[config.mk]
export PLATFORM = sky130hd
export DESIGN_NAME = request_replay_cache_unit
export DESIGN_NICKNAME = d
export VERILOG_FILES = /design/src/rrc_pkg.sv /design/src/rrc_table.sv /design/src/request_replay_cache_unit.sv
export VERILOG_INCLUDE_DIRS = /design/src /design/src/src
export SDC_FILE = /design/constraint.sdc
export NUM_CORES = 1
export LEC_CHECK = 0
export BUFFER_PORTS_ARGS = -buffer_cell sky130_fd_sc_hd__buf_2
export CORE_ASPECT_RATIO = 0.6
export CORE_MARGIN = 3
export CORE_UTILIZATION = 55
export DETAILED_ROUTE_END_ITERATION = 10
export PLACE_DENSITY = 0.72
export SETUP_SLACK_MARGIN = 0.02
export SYNTH_ARGS = -nofsm -noshare
export SYNTH_HDL_FRONTEND = slang
export SYNTH_SLANG_ARGS = --single-unit
[constraint.sdc]
create_clock -name clk -period 30 [get_ports clk]
set_input_delay 9 -clock clk [delete_from_list [all_inputs] [get_ports clk]]
set_output_delay 9 -clock clk [all_outputs]
set_load 0.02 [all_outputs]
[src/assert_macros.svh]
// ----------------------------------------------------------------------------
// Assertion macros included by request_replay_cache_unit
// Concurrent checks sampled on the rising clock, muted while reset is active.
// ----------------------------------------------------------------------------
`ifndef ASSERT_MACROS_SVH
`define ASSERT_MACROS_SVH

// Property must hold at every rising edge outside reset.
`define RRC_ASSERT(lbl, clk_s, rstn_s, prop, msg) \
	lbl: assert property (@(posedge clk_s) disable iff (!rstn_s) (prop)) else $error(msg);

// Condition must never be seen at a rising edge outside reset.
`define RRC_NEVER(lbl, clk_s, rstn_s, cond, msg) \
	lbl: assert property (@(posedge clk_s) disable iff (!rstn_s) !(cond)) else $error(msg);

`endif

[src/rrc_pkg.sv]
// ----------------------------------------------------------------------------
// rrc_pkg
// Shared types, status codes and default sizes for the request replay cache.
// ----------------------------------------------------------------------------
`timescale 1ns / 1ps
`default_nettype none

package rrc_pkg;

	// Default table depth and largest reply length that may be cached
	localparam int unsigned RRC_ENTRIES   = 8;
	localparam int unsigned RRC_REPLY_MAX = 512;

	// Result status codes
	localparam logic [2:0] ST_MISS     = 3'd0;
	localparam logic [2:0] ST_DUP      = 3'd1;
	localparam logic [2:0] ST_CONFLICT = 3'd2;
	localparam logic [2:0] ST_STORED   = 3'd3;
	localparam logic [2:0] ST_REFUSED  = 3'd4;

	// Request operation codes
	localparam logic OP_LOOKUP = 1'b0;
	localparam logic OP_STORE  = 1'b1;

	// One request transfer
	typedef struct packed {
		logic        operation;
		logic        is_legacy;
		logic [31:0] proto_version;
		logic [31:0] sequence_number;
		logic [4:0]  command_code;
		logic [31:0] frame_hash;
		logic [15:0] reply_length;
	} req_t;

	// One result transfer
	typedef struct packed {
		logic [2:0]  status;
		logic [2:0]  slot_index;
		logic [15:0] stored_reply_length;
	} rsp_t;

	// One cached entry as held in the table memory
	typedef struct packed {
		logic [31:0] version;
		logic [31:0] seq_num;
		logic [4:0]  command;
		logic [31:0] hash;
		logic [15:0] reply_length;
	} entry_t;

endpackage

`default_nettype wire

[src/rrc_table.sv]
// ----------------------------------------------------------------------------
// rrc_table
// Entry memory with one write port and one registered read port, plus one
// valid flop per entry that reset clears.
// ----------------------------------------------------------------------------
`timescale 1ns / 1ps
`default_nettype none

module rrc_table #(
	parameter int unsigned ENTRIES = rrc_pkg::RRC_ENTRIES,
	parameter int unsigned IDX_W   = $clog2(ENTRIES)
) (
	input  wire logic            clk,
	input  wire logic            arst_n,
	input  wire logic            wr_en,
	input  wire logic [IDX_W-1:0] wr_addr,
	input  wire rrc_pkg::entry_t wr_data,
	input  wire logic [IDX_W-1:0] rd_addr,
	output rrc_pkg::entry_t      rd_data,
	output logic                 rd_valid
);

	rrc_pkg::entry_t     mem_q [ENTRIES];
	logic [ENTRIES-1:0]  valid_q;
	rrc_pkg::entry_t     rd_data_q;
	logic                rd_valid_q;

	// Entry payload storage, read data registered
	always_ff @(posedge clk) begin
		if (wr_en) begin
			mem_q[wr_addr] <= wr_data;
		end
		rd_data_q <= mem_q[rd_addr];
	end

	// Valid marks and the registered valid of the entry being read
	always_ff @(posedge clk or negedge arst_n) begin
		if (!arst_n) begin
			valid_q    <= '0;
			rd_valid_q <= 1'b0;
		end else begin
			if (wr_en) begin
				valid_q[wr_addr] <= 1'b1;
			end
			rd_valid_q <= valid_q[rd_addr];
		end
	end

	assign rd_data  = rd_data_q;
	assign rd_valid = rd_valid_q;

endmodule

`default_nettype wire

[src/request_replay_cache_unit.sv]
// ----------------------------------------------------------------------------
// request_replay_cache_unit
// Replay cache for answered requests: lookups walk the table one entry per
// cycle through a single key/payload comparator; stores fill slots round-robin.
// ----------------------------------------------------------------------------
//  channel   | signals            | handshake
//  ----------+--------------------+-----------------------------------------
//  request   | start, busy, req   | transfer when start high and busy low
//  result    | done, rsp          | one-cycle strobe, no back-pressure
//
// Store, legacy lookup: result strobes the cycle after the transfer; busy
// stays low, so a new request can follow at once.
// Lookup: one table read per cycle into one comparator; the walk ends at the first
// key hit or after the last slot is compared; busy is high meanwhile.
// Reset clears all valid marks and the write pointer immediately.
// The receiver cannot stall; each result is valid for exactly one cycle.
// ----------------------------------------------------------------------------
`timescale 1ns / 1ps
`default_nettype none

`include "assert_macros.svh"

module request_replay_cache_unit #(
	parameter int unsigned CACHE_ENTRIES = rrc_pkg::RRC_ENTRIES,
	parameter int unsigned REPLY_MAX     = rrc_pkg::RRC_REPLY_MAX
) (
	input  wire logic          clk,
	input  wire logic          arst_n,
	input  wire logic          start,
	output logic               busy,
	input  wire rrc_pkg::req_t req,
	output logic               done,
	output rrc_pkg::rsp_t      rsp
);

	localparam int unsigned IDX_W = $clog2(CACHE_ENTRIES);
	localparam int unsigned EXT_W = (IDX_W > 3) ? IDX_W : 3;
	localparam logic [IDX_W-1:0] LAST_IDX = IDX_W'(CACHE_ENTRIES - 1);
	localparam logic [15:0] LEN_MAX = 16'(REPLY_MAX);

	typedef enum logic {
		S_IDLE,
		S_SCAN
	} state_t;

	state_t            state_q;
	rrc_pkg::req_t     req_q;
	logic [IDX_W-1:0]  idx_q;
	logic [IDX_W-1:0]  wp_q;
	logic              cmp_s1;
	logic [IDX_W-1:0]  cmp_idx_s1;
	logic              done_q;
	rrc_pkg::rsp_t     rsp_q;

	logic              accept;
	logic              wr_en;
	rrc_pkg::entry_t   wr_data;
	rrc_pkg::entry_t   rd_data;
	logic              rd_valid;
	logic              key_hit;
	logic              body_hit;
	logic              store_ok;
	logic [EXT_W-1:0]  wp_ext;
	logic [EXT_W-1:0]  cmp_ext;
	logic              fast_req;
	logic              len_ok;

	assign accept = start && (state_q == S_IDLE);
	assign busy   = (state_q == S_SCAN);

	// Store is taken only for a modern request within the length limit
	assign store_ok = !req.is_legacy && (req.reply_length <= LEN_MAX);
	assign wr_en    = accept && (req.operation == rrc_pkg::OP_STORE) && store_ok;

	assign wr_data.version      = req.proto_version;
	assign wr_data.seq_num      = req.sequence_number;
	assign wr_data.command      = req.command_code;
	assign wr_data.hash         = req.frame_hash;
	assign wr_data.reply_length = req.reply_length;

	rrc_table #(
		.ENTRIES (CACHE_ENTRIES),
		.IDX_W   (IDX_W)
	) u_table (
		.clk      (clk),
		.arst_n   (arst_n),
		.wr_en    (wr_en),
		.wr_addr  (wp_q),
		.wr_data  (wr_data),
		.rd_addr  (idx_q),
		.rd_data  (rd_data),
		.rd_valid (rd_valid)
	);

	// Shared comparator: key match, then command and fingerprint match
	assign key_hit  = rd_valid && (rd_data.version == req_q.proto_version)
		&& (rd_data.seq_num == req_q.sequence_number);
	assign body_hit = (rd_data.command == req_q.command_code)
		&& (rd_data.hash == req_q.frame_hash);

	// Slot numbers leave as their low three bits
	assign wp_ext  = EXT_W'(wp_q);
	assign cmp_ext = EXT_W'(cmp_idx_s1);

	// Request latch payload
	always_ff @(posedge clk) begin
		if (accept) begin
			req_q <= req;
		end
	end

	// Sequencer, write pointer and result register
	always_ff @(posedge clk or negedge arst_n) begin
		if (!arst_n) begin
			state_q    <= S_IDLE;
			idx_q      <= '0;
			wp_q       <= '0;
			cmp_s1     <= 1'b0;
			cmp_idx_s1 <= '0;
			done_q     <= 1'b0;
			rsp_q      <= '0;
		end else begin
			done_q <= 1'b0;
			unique case (state_q)
				S_IDLE: begin
					if (accept) begin
						if (req.operation == rrc_pkg::OP_STORE) begin
							done_q                    <= 1'b1;
							rsp_q.stored_reply_length <= '0;
							if (store_ok) begin
								rsp_q.status     <= rrc_pkg::ST_STORED;
								rsp_q.slot_index <= wp_ext[2:0];
								wp_q <= (wp_q == LAST_IDX) ? '0 : wp_q + 1'b1;
							end else begin
								rsp_q.status     <= rrc_pkg::ST_REFUSED;
								rsp_q.slot_index <= '0;
							end
						end else if (req.is_legacy) begin
							done_q <= 1'b1;
							rsp_q  <= '{status: rrc_pkg::ST_MISS, slot_index: '0,
								stored_reply_length: '0};
						end else begin
							state_q <= S_SCAN;
							idx_q   <= '0;
							cmp_s1  <= 1'b0;
						end
					end
				end
				S_SCAN: begin
					// Issue the next read while comparing the previous one
					cmp_s1     <= 1'b1;
					cmp_idx_s1 <= idx_q;
					if (idx_q != LAST_IDX) begin
						idx_q <= idx_q + 1'b1;
					end
					if (cmp_s1 && key_hit) begin
						state_q          <= S_IDLE;
						done_q           <= 1'b1;
						rsp_q.slot_index <= cmp_ext[2:0];
						if (body_hit) begin
							rsp_q.status              <= rrc_pkg::ST_DUP;
							rsp_q.stored_reply_length <= rd_data.reply_length;
						end else begin
							rsp_q.status              <= rrc_pkg::ST_CONFLICT;
							rsp_q.stored_reply_length <= '0;
						end
					end else if (cmp_s1 && (cmp_idx_s1 == LAST_IDX)) begin
						state_q <= S_IDLE;
						done_q  <= 1'b1;
						rsp_q   <= '{status: rrc_pkg::ST_MISS, slot_index: '0,
							stored_reply_length: '0};
					end
				end
				default: begin
					state_q <= S_IDLE;
				end
			endcase
		end
	end

	assign done = done_q;
	assign rsp  = rsp_q;

	// Checks
	assign fast_req = start && !busy && (req.operation || req.is_legacy);
	assign len_ok   = !done || (rsp.status == rrc_pkg::ST_DUP)
		|| (rsp.stored_reply_length == 16'd0);

	`RRC_ASSERT(a_fast_answer, clk, arst_n, fast_req |=> (done && !busy), "fast request late")
	`RRC_NEVER(a_done_idle, clk, arst_n, done && busy, "result strobed during table walk")
	`RRC_ASSERT(a_len_dup_only, clk, arst_n, len_ok, "reply length on non-duplicate")
	`RRC_ASSERT(a_wp_range, clk, arst_n, wp_q <= LAST_IDX, "write pointer beyond table")

endmodule

`default_nettype wire
==> key figures, run 1 <==
Status
  • Status: finished clean

Route
  • Drt pass-1 iters: 7
  • Post-route DRC: 0
  • Post-DR wirelength/cell: 25.0 µm
  • Vias per std cell: 5.80
  • Via count: 20100
  • Post-route antenna net violation count: 0
  • DRT iter0 DRCs: 1853
  • WL final: 86400 µm

Logic synthesis
  • Post-synth EDFFs: 1037
  • Cell count after synthesis: 2121
  • Synthesized Nets: 2247
  • Asr flop ratio synth: 0.0359
  • Sequential area share after synthesis: 0.795
  • Post-Syn Area: 0.0434 mm²
  • Number of synthesized register bits: 1197
  • Top FF cell, synth: edfxtp_1
  • Cell taking the most area after synthesis: edfxtp_1
  • Post-Synthesis Mean Instance Area: 20.5 µm²
  • Area contributors post-synth: edfxtp_1, mux4_2, dfxtp_1
  • Netlist cell types: 46
  • Ys Warns: 0
  • Synth top area share: 0.717

Clocking
  • Root Driver: clkbuf_16
  • CTS tree: yes
  • Total clock sinks: 1197
  • Total setup buffers inserted after CTS: 0
  • H-tree depth: 3
  • Clk buf depth: 3
  • Reg clk slew, reported paths: 0.06 ns
  • Cts repair resizes: 0
  • Cts hold-fix bufs: 0
  • Num CTS Buffers: 103
  • Clk Latency, worst-skew pair: 0.68 ns

Floorplanning
  • Top Ports: 146
  • Row count: 79
  • Initial Util: 0.558
  • Vert. Die Dim: 224 µm
  • Area of the die: 0.0825 mm²
  • Core area: 0.0779 mm²
  • Die width: 369 µm

Global route
  • Initial antenna violation count: 15
  • GRT Total Usage: 0.213
  • Aggregate global routing overflow: 0
  • Met1 track demand over resource: 0.310
  • Met3 Use GR: 0.0455
  • Number of global-route vias before repair: 20800
  • Global-route wire length before repair: 131000 µm
  • GR met2 Demand/Resource: 0.339
  • Largest net degree at the start of global routing: 119
  • GR peak layer: met2

Setup path
  • Critical path's slowest cell: buf_4
  • Max FO, Critical Path: 60
  • R2R setup slack: 26.29 ns
  • CP top delay family: buffers and inverters
  • Path depth of the worst reg2reg path: 6
  • CP arrival: 12.59 ns
  • CP Class: primary input to flop
  • Crit Reg-Reg Endpoint: u_table.mem_q[4][69]$_DFFE_PP_
  • CP cell instances: buf_2, nor4_1, nand3_1, a2111oi_2, and2_1, nand2_2, nor3_2, buf_4, buf_4
  • CP Capture Type: flop
  • Cell mode on critical path: buf_4
  • RR Startpoint: busy$_DFF_PN0_
  • CP peak stage delay: 0.88 ns
  • Worst path bufs/invs: 3
  • CP startpoint kind: primary input
  • CP Data Required Time: 30.28 ns

Power and ir drop
  • Worst vdd ir: 83.7 µV
  • LEAKAGE: 0.0164 µW
  • PwrDens: 82.8 mW/mm²

Cells and area
  • Final #Nets: 2439
  • Synth-to-Final Area Change: 12.4%
  • Fillcell total: 5298
  • Layout cell share with drive strength beyond 1: 0.247

Placement
  • GP Congestion: 0.741
  • Post-DP HPWL: 45200 µm
  • Input/output buffers: 145

STA
  • Final hold viol count: 0
  • Hold WS: 0.456 ns
  • Worst slew pin tran: 1.22 ns
  • Final period utilization: 0.410
  • Skew final: 0.0293 ns
  • Max Clk Rate: 0.0812 GHz
  • Final setup violation count: 0
  • Final slew viol count: 0
  • Setup tns final: 0 ns
  • Worst rel slew slack: 0.181
  • RSZ-0062 raised after global routing: false
  • Tmin final: 12.31 ns

Hold path
  • Worst Hold End: rsp[14]$_DFFE_PN0P_
  • Hold Crit Class: flop to flop
  • Worst Hold Launch: u_table.rd_data[14]$_DFF_P_
  • Hold Path Depth: 1

Job
  • Max Cap Violations: 0
==> cells in the mapped netlist, types with 5 or more instances <==
cell	number
clkbuf_1	41
nor2_1	12
xor2_1	28
or2_1	8
a22o_1	21
nor2b_1	5
mux4_2	236
nand3_1	5
edfxtp_1	1037
nand4_1	17
mux2_2	6
xnor2_1	60
dfxtp_1	117
nor4_1	13
inv_1	18
buf_1	16
dfrtp_1	43
buf_2	24
nand2b_1	6
o22ai_1	6
nand2_1	360
==> layout make-up <==
class / instances / area [µm²] / area share
inverter: 20 / 77.6 / 0.00159
clock buffer: 138 / 2880 / 0.0590
tap: 1053 / 1320 / 0.0270
sequential: 1197 / 34600 / 0.708
multi-input combinational: 819 / 8490 / 0.174
timing repair buffer: 172 / 991 / 0.0203
clock inverter: 55 / 475 / 0.00974
antenna: 6 / 15.0 / 0.000308
==> placed cells by master, fill, tap and decap left out, types with 4 or more instances in the layout <==
master	count
nand3_1	5
xnor2_1	60
bufinv_16	7
nor2b_1	4
clkbuf_8	13
nor4_1	13
mux2_2	6
clkbuf_16	105
inv_1	17
dfxtp_1	117
dfrtp_1	40
or2_1	8
nor2_1	6
o21ai_0	4
buf_4	22
buf_2	145
clkinv_1	16
xor2_1	28
buf_12	5
ha_1	4
diode_2	6
clkinv_2	22
nand4_1	17
o22ai_1	6
mux4_2	236
a22o_1	21
nand2_1	360
nand2b_1	6
nor2_4	6
clkinvlp_4	6
edfxtp_1	1037
clkbuf_1	20
==> power breakdown <==
group,total (µW),switching (µW),internal [µW]
logic,727,372,354
clock network,1310,572,735
registers,2010,83.7,1930
==> cells by family (layout without fill, tap and decap cells) <==
kind of cell / after synthesis / after routing / synth area share
other cells: 0 / 6 / 0
simple gates: 437 / 437 / 0.0419
fa+ha+maj: 4 / 4 / 0.00115
xor+xnor: 88 / 88 / 0.0177
compound gates: 44 / 44 / 0.00824
mux: 246 / 246 / 0.125
flops: 1197 / 1197 / 0.795
buf+inv: 105 / 385 / 0.0106
==> how the worst max path moves through the flow <==
stage | from | to | slack [ns] | cells past startpoint
5_1_grt | req[3] | u_table.mem_q[4][51]$_DFFE_PP_ | 17.40 | 9
3_3_place_gp | req[3] | u_table.mem_q[4][75]$_DFFE_PP_ | 17.04 | 9
3_5_place_dp | req[3] | u_table.mem_q[4][73]$_DFFE_PP_ | 16.99 | 9
4_1_cts | req[3] | u_table.mem_q[4][75]$_DFFE_PP_ | 17.71 | 9
2_1_floorplan | req[3] | u_table.mem_q[4][0]$_DFFE_PP_ | 11.04 | 7
6_report | req[3] | u_table.mem_q[4][69]$_DFFE_PP_ | 17.69 | 9
==> layer usage <==
| layer | vias to the layer above | wire length [µm] |
|---|---|---|
| met3 | 111 | 5260 |
| met5 | - | 81 |
| met2 | 611 | 42100 |
| met4 | 14 | 1310 |
| li1 | 8726 | - |
| met1 | 10600 | 37700 |
==> registers in the layout, summed over array words and instances, names as in the netlist <==
name / cells
done: 1
req_q: 101
u_table.valid_q: 8
cmp_ext: 3
idx_q: 3
u_table.rd_valid: 1
u_table.mem_q: 936
wp_ext: 3
u_table.rd_data: 117
cmp_s1: 1
rsp: 22
busy: 1
==> per-stage QoR <==
| stage | instance area (µm²) | instances | worst slack, ns | util | power [µW] |
|---|---|---|---|---|---|
| 2_1_floorplan | 43400 | 2121 | 11.04 | - | 2580 |
| 3_3_place_gp | 45400 | 3261 | 17.04 | 0.583 | 2760 |
| 3_5_place_dp | 45400 | 3261 | 16.99 | 0.583 | 2780 |
| 4_1_cts | 48800 | 3454 | 17.71 | 0.627 | 4090 |
| 5_1_grt | 48800 | 3458 | 17.40 | 0.627 | 4220 |
| 6_report | 48800 | 3460 | 17.69 | 0.627 | 4040 |
(Power assumes the default switching activity.)
==> inputs of run 2 (changes only) <==
--- a/config.mk
+++ b/config.mk
@@ -6,12 +6,13 @@
 export SDC_FILE = /design/constraint.sdc
 export NUM_CORES = 1
 export LEC_CHECK = 0
+export ABC_AREA = 1
 export BUFFER_PORTS_ARGS = -buffer_cell sky130_fd_sc_hd__buf_2
 export CORE_ASPECT_RATIO = 0.6
 export CORE_MARGIN = 3
 export CORE_UTILIZATION = 55
 export DETAILED_ROUTE_END_ITERATION = 10
-export PLACE_DENSITY = 0.72
+export PLACE_DENSITY = 0.75
 export SETUP_SLACK_MARGIN = 0.02
 export SYNTH_ARGS = -nofsm -noshare
 export SYNTH_HDL_FRONTEND = slang
==> constraint.sdc (replaced) <==
create_clock -name clk -period 11.1 [get_ports clk]
set_input_delay 3.33 -clock clk [delete_from_list [all_inputs] [get_ports clk]]
set_output_delay 3.33 -clock clk [all_outputs]
set_load 0.02 [all_outputs]
==> run 2 against run 1 <==
Compared with the run above: die area increased by 4.9%; non-clock buffer count increased by 7; synthesized cell count grew 73%; largest power group unchanged.
==> key figures, run 2 <==
Clocking
  • Clk buf depth: 3
  • Root Driver: clkbuf_16
  • Reg clk slew, reported paths: 0.06 ns
  • CTS tree: yes
  • Total clock sinks: 1197
  • Cts repair resizes: 0
  • Num CTS Buffers: 101
  • H-tree depth: 3
  • Cts hold-fix bufs: 0
  • Clk Latency, worst-skew pair: 0.70 ns
  • Total setup buffers inserted after CTS: 0

STA
  • Final setup violation count: 0
  • Worst slew pin tran: 1.17 ns
  • Tmin final: 6.38 ns
  • Setup tns final: 0 ns
  • Final hold viol count: 0
  • Max Clk Rate: 0.157 GHz
  • Worst rel slew slack: 0.220
  • Final period utilization: 0.574
  • Final slew viol count: 0
  • RSZ-0062 raised after global routing: false
  • Skew final: 0.0349 ns

Setup path
  • R2R setup slack: 7.10 ns
  • CP startpoint kind: primary input
  • Crit Reg-Reg Endpoint: u_table.rd_data[72]$_DFF_P_
  • Worst Setup SP: req[11]
  • Max FO, Critical Path: 56
  • Path depth of the worst reg2reg path: 7
  • CP arrival: 6.67 ns
  • RR Startpoint: idx_q[1]$_DFFE_PN0P_
  • CP Class: primary input to flop
  • CP Capture Type: flop
  • CP Data Required Time: 11.40 ns
  • Critical Path Sink: u_table.mem_q[1][49]$_DFFE_PP_

Placement
  • GP Congestion: 0.887
  • Input/output buffers: 145
  • Post-DP HPWL: 58800 µm

Route
  • Post-route DRC: 0
  • Wire length on met2: 47100 µm
  • Vias per std cell: 5.78
  • Post-route antenna net violation count: 0
  • Via count: 28500
  • Post-DR wirelength/cell: 21.6 µm
  • Uppermost routed layer: met5
  • WL final: 107000 µm
  • DRT iter0 DRCs: 3443
  • DRT met1 WL: 46200 µm
  • Drt pass-1 iters: 6
  • DR WL met3: 11100 µm

Power and ir drop
  • Power Total: 11900 µW
  • Switching power: 3800 µW
  • PwrDens: 235 mW/mm²
  • LEAKAGE: 0.0180 µW
  • Switching share of power: 0.319
  • Comb pwr share: 0.237
  • Clk network pwr share: 0.307
  • Register share of total power: 0.456
  • Worst vdd ir: 222 µV
  • Power Internal: 8130 µW

Hold path
  • Hold Crit Class: flop to flop

Floorplanning
  • Area of the die: 0.0865 mm²
  • Row count: 81
  • Die width: 378 µm
  • Initial Util: 0.558
  • Vert. Die Dim: 229 µm
  • Top Ports: 146
  • Core area: 0.0818 mm²

Status
  • Status: finished clean

Logic synthesis
  • Sequential area share after synthesis: 0.758
  • Ys Warns: 0
  • Cell count after synthesis: 3663
  • Post-Syn Area: 0.0456 mm²
  • Post-synth top cells: edfxtp_1, nor2_1, o21ai_0
  • Number of synthesized register bits: 1197
  • Top FF cell, synth: edfxtp_1
  • Post-Synthesis Mean Instance Area: 12.5 µm²
  • Netlist cell types: 41
  • Cell taking the most area after synthesis: edfxtp_1
  • Asr flop ratio synth: 0.0359
  • Post-synth EDFFs: 1037
  • Area contributors post-synth: edfxtp_1, nor2_1, dfxtp_1
  • Synth top area share: 0.683
  • Synthesized Nets: 3789
  • Top-count cell post-synth: edfxtp_1

Global route
  • Initial antenna violation count: 16
  • Aggregate global routing overflow: 0
  • Largest net degree at the start of global routing: 214
  • Global-route wire length before repair: 161000 µm
  • GRT Total Usage: 0.243
  • Number of global-route vias before repair: 26800

Cells and area
  • Most frequent cells in the layout: edfxtp_1, nor2_1, o21ai_0, nand2_1, inv_1
  • Commonest non-fill, non-tap cell in the layout: edfxtp_1
  • Layout cell share with drive strength beyond 1: 0.0980
  • Final #Nets: 3879
  • Synth-to-Final Area Change: 11.1%
  • Top reg by flops: u_table.mem_q
  • Largest register FFs: 936

Job
  • Max Cap Violations: 0
run 2: logic make-up (layout without fill, tap and decap cells):
kind of cell	after synthesis	count (layout)	share of synthesized area
other	0	8	0
xor gates and xnor gates	33	33	0.00634
AOI/OAI and AO/OA	738	738	0.0879
and+or+nand+nor	1334	1334	0.115
DFF	1197	1197	0.758
buffers and inverters	357	532	0.0324
adders and majority gates	4	4	0.00110
run 2: worst min-delay path by stage:
stage | start | cells after the start | end
after CTS | u_table.valid_q[7]$_DFFE_PN0P_ | 1 | u_table.valid_q[7]$_DFFE_PN0P_
final | u_table.rd_data[12]$_DFF_P_ | 2 | rsp[12]$_DFFE_PN0P_
after global placement | u_table.valid_q[5]$_DFFE_PN0P_ | 2 | u_table.valid_q[5]$_DFFE_PN0P_
after floorplan | u_table.valid_q[1]$_DFFE_PN0P_ | 2 | u_table.valid_q[1]$_DFFE_PN0P_
after global routing | rsp[0]$_DFFE_PN0P_ | 2 | rsp[0]$_DFFE_PN0P_
after detailed placement | u_table.valid_q[7]$_DFFE_PN0P_ | 1 | u_table.valid_q[7]$_DFFE_PN0P_
run 2: per-stage QoR:
stage                     area (µm²)  hold slack [ns]  setup slack (ns)  cells  utilization
after global routing           50700            0.478              4.55   4920        0.620
after detailed placement       47300            0.448              4.04   4729        0.578
final                          50700            0.462              4.72   4925        0.620
after CTS                      50700            0.463              4.73   4917        0.620
after floorplan                45600            0.428              1.35   3663            -
after global placement         47300            0.440              4.10   4729        0.578
run 2: power groups by stage:
stage	registers, µW	logic (µW)	clock network [µW]
final	5440	2830	3660
after floorplan	5440	2050	0
after CTS	5440	2820	3710
after global routing	5470	3160	3890
after global placement	5520	2720	0
after detailed placement	5530	2780	0
run 2: per-layer routing:
metal	global-route usage	vias to the layer above
met2	0.356	1324
met1	0.368	13900
met5	0	-
li1	-	13100
met3	0.0633	165
met4	0.0572	16
run 2: area by class of cell:
class	count	area (µm²)
Tap cell	1079	1350
Fill cell	5886	31100
Timing Repair Buffer	179	1040
Sequential cell	1197	34600
Antenna cell	8	20.0
Clock inverter	57	634
Multi-Input combinational cell	2109	9650
Inverter	165	642
Clock buffer	131	2790
run 2: critical path, cell delays in order:
cell and delay [ns]:
buf_2 0.16, nor4_1 0.42, and2_0 0.21, nand2_1 0.12, inv_2 0.10, nand2_1 0.11
inv_1 0.13, nand2_1 0.29, nor2_4 0.82, buf_4 0.92
